`src/rtl/zhang_suen_thinning_top_defines.svh`:
```
// assertion macros shared by the thinning block
// no dependencies; included by modules that carry assertions
`ifndef ZHANG_SUEN_THINNING_TOP_DEFINES_SVH
`define ZHANG_SUEN_THINNING_TOP_DEFINES_SVH

// same-cycle implication
`define ZST_ASSERT_NOW(lbl, ante, cons, msg) \
    lbl: assert property (@(posedge clk) disable iff (!rst_n) (ante) |-> (cons)) \
        else $error(msg);

// next-cycle implication
`define ZST_ASSERT_NEXT(lbl, ante, cons, msg) \
    lbl: assert property (@(posedge clk) disable iff (!rst_n) (ante) |=> (cons)) \
        else $error(msg);

`endif

```
`src/rtl/zst_pkg.sv`:
```
// shared type and row width for the thinning block
// no dependencies
`timescale 1ns / 1ps
package zst_pkg;

    localparam int ROW_BITS = 64;

    // 3x3 neighbourhood of one column cell, bit 0 west, bit 2 east
    typedef struct packed {
        logic [2:0] up;
        logic [2:0] cur;
        logic [2:0] down;
    } zst_win_t;

endpackage

```
`src/rtl/zst_cell.sv`:
```
// one column cell: decides whether its centre pixel is deleted
// depends on zst_pkg
`timescale 1ns / 1ps
module zst_cell
    import zst_pkg::*;
(
    input  zst_win_t win,
    input  logic     phase,
    input  logic     en,
    output logic     del
);

    logic [7:0] nb;
    logic [3:0] b_cnt;
    logic [3:0] a_cnt;
    logic       n, e, s, w;
    logic       rule_ok;

    // neighbours in order north, ne, east, se, south, sw, west, nw
    assign nb = {win.up[0], win.cur[0], win.down[0], win.down[1],
                 win.down[2], win.cur[2], win.up[2], win.up[1]};
    assign n = win.up[1];
    assign e = win.cur[2];
    assign s = win.down[1];
    assign w = win.cur[0];

    always_comb
    begin
        b_cnt = 4'($countones(nb));
        a_cnt = '0;
        for (int k = 0; k < 8; k++)
        begin
            if (!nb[k] && nb[(k + 1) % 8])
            begin
                a_cnt = a_cnt + 4'd1;
            end
        end
    end

    assign rule_ok = phase ? (!(n & e & w) && !(n & s & w))
                           : (!(n & e & s) && !(e & s & w));

    assign del = en && win.cur[1] && (b_cnt >= 4'd2) && (b_cnt <= 4'd6)
                 && (a_cnt == 4'd1) && rule_ok;

endmodule

```
`config.mk`:
```
export PLATFORM = sky130hd
export DESIGN_NAME = zst_cell
export DESIGN_NICKNAME = d
export VERILOG_FILES = /design/src/rtl/zhang_suen_thinning_top_defines.svh /design/src/rtl/zst_pkg.sv /design/src/rtl/zst_cell.sv
export SDC_FILE = /design/constraint.sdc
export NUM_CORES = 1
export LEC_CHECK = 0
export BUFFER_PORTS_ARGS = -buffer_cell sky130_fd_sc_hd__buf_2
export CORE_AREA = 2 2 39 41
export DETAILED_ROUTE_END_ITERATION = 10
export DIE_AREA = 0 0 41 43
export GPL_TIMING_DRIVEN = 0
export MAX_ROUTING_LAYER = met4
export PLACE_DENSITY = 0.87
export SLEW_MARGIN = 10
export SYNTH_ARGS = -nofsm -noshare
export SYNTH_HDL_FRONTEND = slang
export SYNTH_SLANG_ARGS = --single-unit
```
`constraint.sdc`:
```
create_clock -name vclk -period 6.81
set_clock_uncertainty 0.05 [all_clocks]
set_input_delay 1.362 -clock vclk [all_inputs]
set_output_delay 1.362 -clock vclk [all_outputs]
set_load 0.01 [all_outputs]
```
==> results of run 1 <==
how the worst max path moves through the flow:
stage                start   to  slack (ps)  cells past startpoint
finish              win[7]  del         270                     23
floorplan           win[5]  del         300                     22
global route        win[2]  del          30                     23
detailed placement  win[2]  del        -210                     23
CTS                 win[2]  del          50                     23
global placement    win[2]  del         -60                     23
layout make-up:
class / count / area (sq um)
fillers: 108 / 465.4
well taps: 16 / 20.02
repair buffers: 16 / 101.3
multi-input cells: 73 / 724.4
inverters: 14 / 52.55
plain buffers: 3 / 20.02
timing repair:
action,4_1_cts,5_1_grt
pin swaps,10,15
resized for setup,7,10
setup buffers,3,3
setup endpoints to repair,1,1
cloned,0,0
synthesized netlist by cell type, drive strengths merged, types with 3 or more instances:
library cell	n
nand2b	3
a21oi	4
o311ai	3
fa	4
xor2	4
xnor2	5
nor2	3
nor2b	5
ha	9
nand2	9
inv	14
per-layer routing:
metal | routed length (microns) | GRT usage, % | share of wire [%]
met3 | 3 | 0 | 0.19
met1 | 622 | 17.04 | 40
met4 | 0 | 0 | 0
met5 | 0 | - | 0
met2 | 934 | 39.69 | 60
metrics by stage:
step	hold slack (ps)	area [sq um]
after floorplan	2911	706.9
after global placement	3181	777.0
after detailed placement	3177	777.0
after CTS	3178	823.3
after global routing	3270	918.4
final	3219	918.4
logic make-up (layout without fill, tap and decap cells):
family | count (synthesis) | in the layout | share of synthesized area [%]
and+or+nand+nor | 32 | 32 | 26.20
buffers and inverters | 17 | 33 | 10.26
AOI/OAI and AO/OA | 17 | 17 | 21.24
muxes | 2 | 2 | 2.832
adders and majority gates | 13 | 13 | 27.26
xor gates and xnor gates | 9 | 9 | 12.21
worst max-delay path, stage by stage:
cell and delay (ps):
buf_2 140, inv_1 150, xnor2_1 130, a21oi_1 80, ha_1 310, and3b_2 220
or2_4 250, ha_4 210, nand2b_4 140, o21a_4 150, ha_4 270, nand2_2 40
nand2_2 80, ha_4 200, a21oi_2 130, a32oi_2 80, ha_2 210, a22oi_2 190
xor2_2 190, xnor2_1 140, nand3_1 100, a311oi_2 170, buf_2 160
power groups by stage:
stage	sequential, uW	combinational (uW)	clock, uW
final	0	104	0
after global routing	0	116	0
after CTS	0	89.9	0
after detailed placement	0	83.9	0
after global placement	0	79.3	0
after floorplan	0	66.4	0
==> qor.csv, run 1 <==
stage;metric;value;unit
run_status;status;finished, final reports clean;
global_routing;Total Routing Usage GR;18.52;%
floorplanning;Die Height;43;microns
floorplanning;core area;1384;sq um
run;Max-cap violations;0;
power_and_ir_drop;internal power;51.20;uW
worst_setup_path;crit path kind;input port to output pin;
clocking;cts hold-fix bufs;0;
floorplanning;Site Rows;14;
power_and_ir_drop;register share of total power;0;%
min_path;type of the tightest min-delay check;input port to output pin;
global_routing;pin count of the biggest net entering global routing;10;
sta;Slew @ Worst Pin;554.2;ps
layout;Final Core Density;66.37;%
floorplanning;num ports;12;
floorplanning;Initial Util;51.08;%
power_and_ir_drop;Final Total Pwr;103.9;uW
power_and_ir_drop;PD cells;113.1;nW/um^2
worst_setup_path;crit path max fanout;6;
layout;flip-flop and latch count;0;
worst_setup_path;Worst EP required;5400;ps
global_routing;initial antenna violation count;0;
layout;clock buffers;0;
synth;Mapped Cells;90;
min_path;Hold Path End;del;
layout;area delta synth->final;29.91;%
floorplanning;Die ar.;1763;sq um
placement;DP HPWL;1157;microns
synth;Netlist cell types;39;
drt;drt initial violations;9;
sta;f_max;152.8;MHz
layout;most common cell after layout, fill and taps aside;inv_1;
sta;final setup fails;0;
synth;largest cells by area after synthesis;ha_1 16%, fa_1 11%, inv_1 7.4%, xnor2_1 6.2%, nand2_1 4.8%;
layout;Cell Count, Final, Fillers Out;122;
synth;leading area contributor after synthesis;ha_1;
placement;Routability Congestion;0.7133;
min_path;worst hold start;win[6];
drt;Detailed Route WL;1561;microns
layout;FF/Latch Area;0;sq um
global_routing;global-route wire length before repair;2332;microns
drt;drt first pass iters;3;
sta;fin crit share;96.08;%
drt;Routed WL per cell;12.80;microns
layout;layout cells sized above 1;36.79;%
floorplanning;die width;41;microns
layout;Antenna Cells;0;
power_and_ir_drop;clock group share of total power;0;%
synth;top-area cell type share of the netlist area;15.93;%
power_and_ir_drop;Sw Ratio;50.72;%
worst_setup_path;Startpoint Class;input port;
power_and_ir_drop;Max VDD drop;0.00008207;V
synth;Post-Syn Area;706.9;sq um
drt;drt drc;0;
layout;Total Nets Final;132;
power_and_ir_drop;Switch Pwr;52.69;uW
placement;PortBufs;10;
global_routing;vias in the first global route;637;
power_and_ir_drop;Comb power frac;100.0;%
placement;pre-CTS setup slack;-208.1;ps
synth;post-synthesis sequential area ratio;0;%
worst_setup_path;CP endpoint kind;output pin;
sta;final critical-path required period;6543;ps
synth;Yosys warnings;0;
synth;Avg Inst Size Synth;7.855;sq um
drt;DRT antenna net count;0;
sta;final-report hold violation count;0;
sta;Slew HR;63.06;%
synth;Synth Net Count;114;
sta;setup_tns;0;ps
sta;max-slew violations;0;
placement;Placed Cells;116;
drt;Via density;5.475;
drt;Vias;668;
global_routing;GRT Residual Overflow;0;
sta;setup ws final;267.2;ps
worst_setup_path;crit path DAT;5130;ps
power_and_ir_drop;P_leak;0.0004141;uW
layout;most frequent cells in the layout;14 x inv_1, 10 x buf_2, 7 x nand2_1;
min_path;Hold Path Depth;5;
sta;RSZ-0062 raised after global routing;false;
Note: power is estimated with default switching activity, not from simulation.
==> run 2: changes to the inputs <==
- BUFFER_PORTS_ARGS: -buffer_cell sky130_fd_sc_hd__buf_2 -> -buffer_cell sky130_fd_sc_hd__buf_4
==> run 2 against run 1 <==
Total power up 12%. Hold slack better by 33 ps. Final area up 4.9%. Die area unchanged. Final cell count up 3.3%. Count of clock-buffer cells in the layout unchanged. Global-route usage up 1.4 points. Core utilization up 3.3 points. Critical path type unchanged. Largest cell class unchanged.
==> qor.csv, run 2 (same netlist as run 1, synthesis figures left out) <==
stage;metric;value;unit;change
run_status;status;finished, final reports clean;;
layout;FF/Latch Area;0;sq um;unchanged
drt;DRT antenna net count;0;;unchanged
worst_setup_path;Startpoint Class;input port;;
layout;Antenna Cells;0;;unchanged
floorplanning;Initial Util;51.08;%;unchanged
layout;flip-flop and latch count;0;;unchanged
global_routing;vias in the first global route;640;;+0.47%
worst_setup_path;CP max stage cell;and4bb_1;;
floorplanning;die width;41;microns;unchanged
sta;final setup fails;0;;unchanged
layout;area of the multi-input gates;716.9;sq um;-1.0%
drt;Vias;741;;+11%
worst_setup_path;Worst EP required;5400;ps;about the same
power_and_ir_drop;P_leak;0.0004435;uW;+7.1%
drt;drt initial violations;17;;+8
layout;layout cells sized above 1;39.09;%;+2.3 points
layout;fin area;963.4;sq um;+4.9%
sta;Slew @ Worst Pin;604.4;ps;+50.22 ps
global_routing;Total Routing Usage GR;19.90;%;+1.4 points
global_routing;global-route wire length before repair;2449;microns;+5.0%
worst_setup_path;CP endpoint kind;output pin;;
placement;DP HPWL;1230;microns;+6.3%
run;Max-cap violations;0;;unchanged
min_path;worst hold start;win[6];;
drt;Routed WL per cell;16.81;microns;+31%
sta;fin crit share;98.85;%;+2.8 points
global_routing;pin count of the biggest net entering global routing;10;;unchanged
worst_setup_path;CP peak stage delay;400;ps;+90 ps
min_path;Hold Path End;del;;
min_path;Hold Path Depth;5;;unchanged
power_and_ir_drop;Max VDD drop;0.00008589;V;+4.7%
sta;final critical-path required period;6732;ps;+189.2 ps
layout;Final Core Density;69.62;%;+3.3 points
layout;Total Nets Final;136;;+3.0%
floorplanning;Site Rows;14;;unchanged
placement;Placed Area;802.0;sq um;+3.2%
global_routing;GRT Residual Overflow;0;;unchanged
sta;Slew HR;59.71;%;-3.3 points
layout;most common cell after layout, fill and taps aside;buf_4;;
power_and_ir_drop;PD cells;120.3;nW/um^2;+6.3%
placement;PortBufs;10;;unchanged
worst_setup_path;crit path DAT;5320;ps;+190 ps
clocking;cts hold-fix bufs;0;;unchanged
layout;clock buffers;0;;unchanged
drt;drt first pass iters;4;;+1
sta;max-slew violations;0;;unchanged
min_path;type of the tightest min-delay check;input port to output pin;;
sta;setup_tns;0;ps;unchanged
drt;drt drc;0;;unchanged
layout;area delta synth->final;36.28;%;
worst_setup_path;critical path, cell by cell;buf_6 > and4bb_1 > ha_1 > and3b_2 > or2_4 > ha_4 > nand2b_4 > o21a_4 > ha_4 > nand2_2 > nand2_2 > ha_1 > a21oi_2 > a32oi_2 > ha_2 > a22oi_2 > xor2_2 > xnor2_1 > nand3_1 > a311oi_2 > buf_4;;
sta;f_max;148.5;MHz;-2.8%
drt;Detailed Route WL;2118;microns;+36%
floorplanning;num ports;12;;unchanged
drt;Via density;5.881;;+7.4%
sta;Worst Hold Slack;3252;ps;+32.51 ps
floorplanning;core area;1384;sq um;unchanged
floorplanning;Die ar.;1763;sq um;unchanged
layout;most frequent cells in the layout;19 x buf_4, 13 x inv_1, 7 x nand2_1;;
global_routing;initial antenna violation count;0;;unchanged
layout;filler cell count;108;;unchanged
placement;Routability Congestion;0.7275;;+2.0%
worst_setup_path;crit path max fanout;9;;+3
floorplanning;Die Height;43;microns;unchanged
sta;final-report hold violation count;0;;unchanged
worst_setup_path;crit path kind;input port to output pin;;
run 2: metal layers:
| metal | routed length, microns | share of wire [%] | vias to the layer above | track usage (%) |
|---|---|---|---|---|
| met1 | 821 | 39 | 366 | 19.09 |
| met3 | 50 | 2.4 | 4 | 0 |
| met5 | 0 | 0 | - | - |
| li1 | - | - | 349 | - |
| met2 | 1201 | 57 | 22 | 41.88 |
| met4 | 44 | 2.1 | 0 | 0 |
run 2: worst max-delay path: cells and delay by family:
kind	cells	cell delay, ps
XOR/XNOR	2	370
adder cells (fa/ha/maj)	5	1250
AND/OR/NAND/NOR	7	1220
buffers and inverters	2	290
AO/OA/AOI/OAI	5	810
run 2: metrics by stage:
stage               setup WS, ps  total power (uW)  std cells
finish                     78.01             115.9        126
global route              -68.11             125.8        126
CTS                        3.481             100.6        124
detailed placement        -187.7             87.28        116
global placement          -17.90             81.45        116
floorplan                  295.2             66.41         90
run 2: timing repair:
| item | in CTS | in global routing |
|---|---|---|
| gates resized for setup | 6 | 11 |
| setup buffers | 9 | 2 |
| pin swaps | 11 | 15 |
| endpoints found under the setup margin | 1 | 1 |
run 2: cell type report:
type / instances / share of cell area (%)
multi-input combinational: 73 / 74.42
timing repair buffer: 20 / 15.97
inverter: 14 / 5.455
buffer: 3 / 2.078
tap: 16 / 2.078
run 2: worst max path at each step:
stage	start	endpoint	slack, ps	cells after the start
after floorplan	win[5]	del	300	22
final	win[5]	del	80	21
after CTS	win[2]	del	3	23
after global placement	win[2]	del	-20	23
after global routing	win[2]	del	-70	23
after detailed placement	win[2]	del	-190	23
run 2: report_power, final:
| part | internal [uW] | switching (uW) | leakage (uW) | total [uW] |
|---|---|---|---|---|
| logic | 58.1 | 57.8 | 0.000444 | 116 |
| clock network | 0 | 0 | 0 | 0 |
| registers | 0 | 0 | 0 | 0 |
| total | 58.1 | 57.8 | 0.000444 | 116 |
==> run 3: changes to the inputs <==
- PLACE_DENSITY: 0.87 -> default
- PLACE_DENSITY_LB_ADDON: default -> 0.25
==> run 3 against run 2 <==
Worst setup slack better by 100 ps. Total power is 16% lower. Final area down 8.4%. Highest routed layer is now met3. Largest cell class unchanged. Final cell count shrank 5.6%. Global-route usage is 1.0 points lower. Maximum frequency increased by 1.6%. Sequential cell count stayed put. Count of clock-buffer cells in the layout is the same. Critical path type unchanged.
==> qor.csv, run 3 (same netlist as run 1, synthesis figures left out) <==
stage;metric;value;unit;change
layout;most frequent cells in the layout;14 x inv_1, 13 x buf_4, 9 x nand2_1;;
placement;PortBufs;10;;unchanged
global_routing;pin count of the biggest net entering global routing;10;;unchanged
sta;Worst Hold Slack;3198;ps;-54.34 ps
worst_setup_path;Startpoint Class;input port;;
sta;final-report hold violation count;0;;unchanged
floorplanning;Die ar.;1763;sq um;unchanged
drt;Detailed Route WL;1498;microns;-29%
drt;drt drc;0;;unchanged
layout;flip-flop and latch count;0;;unchanged
drt;DRT antenna net count;0;;unchanged
layout;fin area;882.1;sq um;-8.4%
clocking;cts hold-fix bufs;0;;unchanged
global_routing;initial antenna violation count;0;;unchanged
sta;f_max;150.9;MHz;+1.6%
power_and_ir_drop;PD cells;110.5;nW/um^2;-8.1%
power_and_ir_drop;Max VDD drop;0.00007193;V;-16%
sta;fin crit share;97.32;%;-1.5 points
worst_setup_path;CP peak stage delay;280;ps;-120 ps
floorplanning;Die Height;43;microns;unchanged
worst_setup_path;CP endpoint kind;output pin;;
layout;most common cell after layout, fill and taps aside;inv_1;;
floorplanning;die width;41;microns;unchanged
worst_setup_path;CP max stage cell;ha_1;;
sta;final setup fails;0;;unchanged
min_path;type of the tightest min-delay check;input port to output pin;;
layout;Total Nets Final;129;;-5.1%
drt;Via density;5.336;;-9.3%
floorplanning;Site Rows;14;;unchanged
sta;Slew HR;64.28;%;+4.6 points
placement;Placed Area;802.0;sq um;unchanged
layout;clock buffers;0;;unchanged
layout;FF/Latch Area;0;sq um;unchanged
layout;layout cells sized above 1;30.10;%;-9.0 points
run_status;status;finished, final reports clean;;
drt;drt first pass iters;4;;unchanged
power_and_ir_drop;P_leak;0.0004009;uW;-9.6%
worst_setup_path;Top delay family on crit path;adder cells;;
run;Max-cap violations;0;;unchanged
layout;Antenna Cells;0;;unchanged
global_routing;vias in the first global route;619;;-3.3%
drt;drt initial violations;6;;-11
sta;final critical-path required period;6627;ps;-104.7 ps
floorplanning;num ports;12;;unchanged
global_routing;global-route wire length before repair;2442;microns;-0.29%
global_routing;Total Routing Usage GR;18.87;%;-1.0 points
worst_setup_path;worst path buffer plus inverter count;2;;unchanged
drt;Vias;635;;-14%
global_routing;GRT Residual Overflow;0;;unchanged
worst_setup_path;critical path, cell by cell;buf_4 > nor2b_2 > xnor2_1 > a21oi_1 > ha_1 > and3b_2 > or2_4 > ha_4 > nand2b_4 > o21a_1 > ha_4 > nand2_1 > nand2_1 > ha_1 > a21oi_2 > a32oi_2 > ha_2 > a22oi_2 > xor2_1 > xnor2_1 > nand3_1 > a311oi_2 > buf_4;;
drt;Routed WL per cell;12.59;microns;-25%
placement;Routability Congestion;0.8313;;+14%
worst_setup_path;crit path DAT;5220;ps;-100 ps
placement;DP HPWL;1188;microns;-3.4%
layout;area delta synth->final;24.78;%;
floorplanning;core area;1384;sq um;unchanged
worst_setup_path;Worst EP required;5400;ps;about the same
sta;max-slew violations;0;;unchanged
floorplanning;Initial Util;51.08;%;unchanged
worst_setup_path;crit path max fanout;8;;-1
sta;setup_tns;0;ps;unchanged
worst_setup_path;crit path kind;input port to output pin;;
sta;Slew @ Worst Pin;535.8;ps;-68.58 ps
run 3: worst paths after layout:
path              slack, ps  depth (start not counted)  startpoint   to
setup / recovery        180                         23      win[2]  del
hold / removal         3200                          5      win[6]  del
run 3: per-layer routing:
metal  part of all wire, %  up-vias  wire (microns)  GRT usage [%]
met5                     0        -               0              -
met3                   1.3        0              20              0
met1                    46      293             684          23.95
met4                     0        0               0              0
li1                      -      336               -              -
met2                    53        6             794          34.06
run 3: where the power goes:
part           internal, uW  switching (uW)
Clock                     0               0
Combinational          47.5            49.9
Sequential                0               0
run 3: through the flow:
stage | power (uW) | util [%] | std cells | worst slack [ps]
final | 97.48 | 63.74 | 119 | 182.7
after detailed placement | 86.55 | 57.96 | 116 | -87.64
after floorplan | 66.41 | - | 90 | 295.2
after global routing | 109.8 | 63.74 | 119 | -24.69
after global placement | 83.73 | 57.96 | 116 | -42.67
after CTS | 90.62 | 59.58 | 117 | 16.80
run 3: repair_timing:
action | CTS | global route
pin swaps | 1 | 10
buffers inserted | 1 | 2
resized for setup | 3 | 7
endpoints found under the setup margin | 1 | 1
run 3: cell type report:
cell class | instances | area, sq um
Buffer | 3 | 20.02
Fill cell | 137 | 501.7
Inverter | 14 | 52.55
Multi-Input combinational cell | 73 | 691.9
Tap cell | 16 | 20.02
Timing Repair Buffer | 13 | 97.59
run 3: tightest hold or removal path: stages:
cell and delay [ps]:
buf_4 110, nor3_1 50, mux2i_1 170, a311oi_2 70
buf_4 130
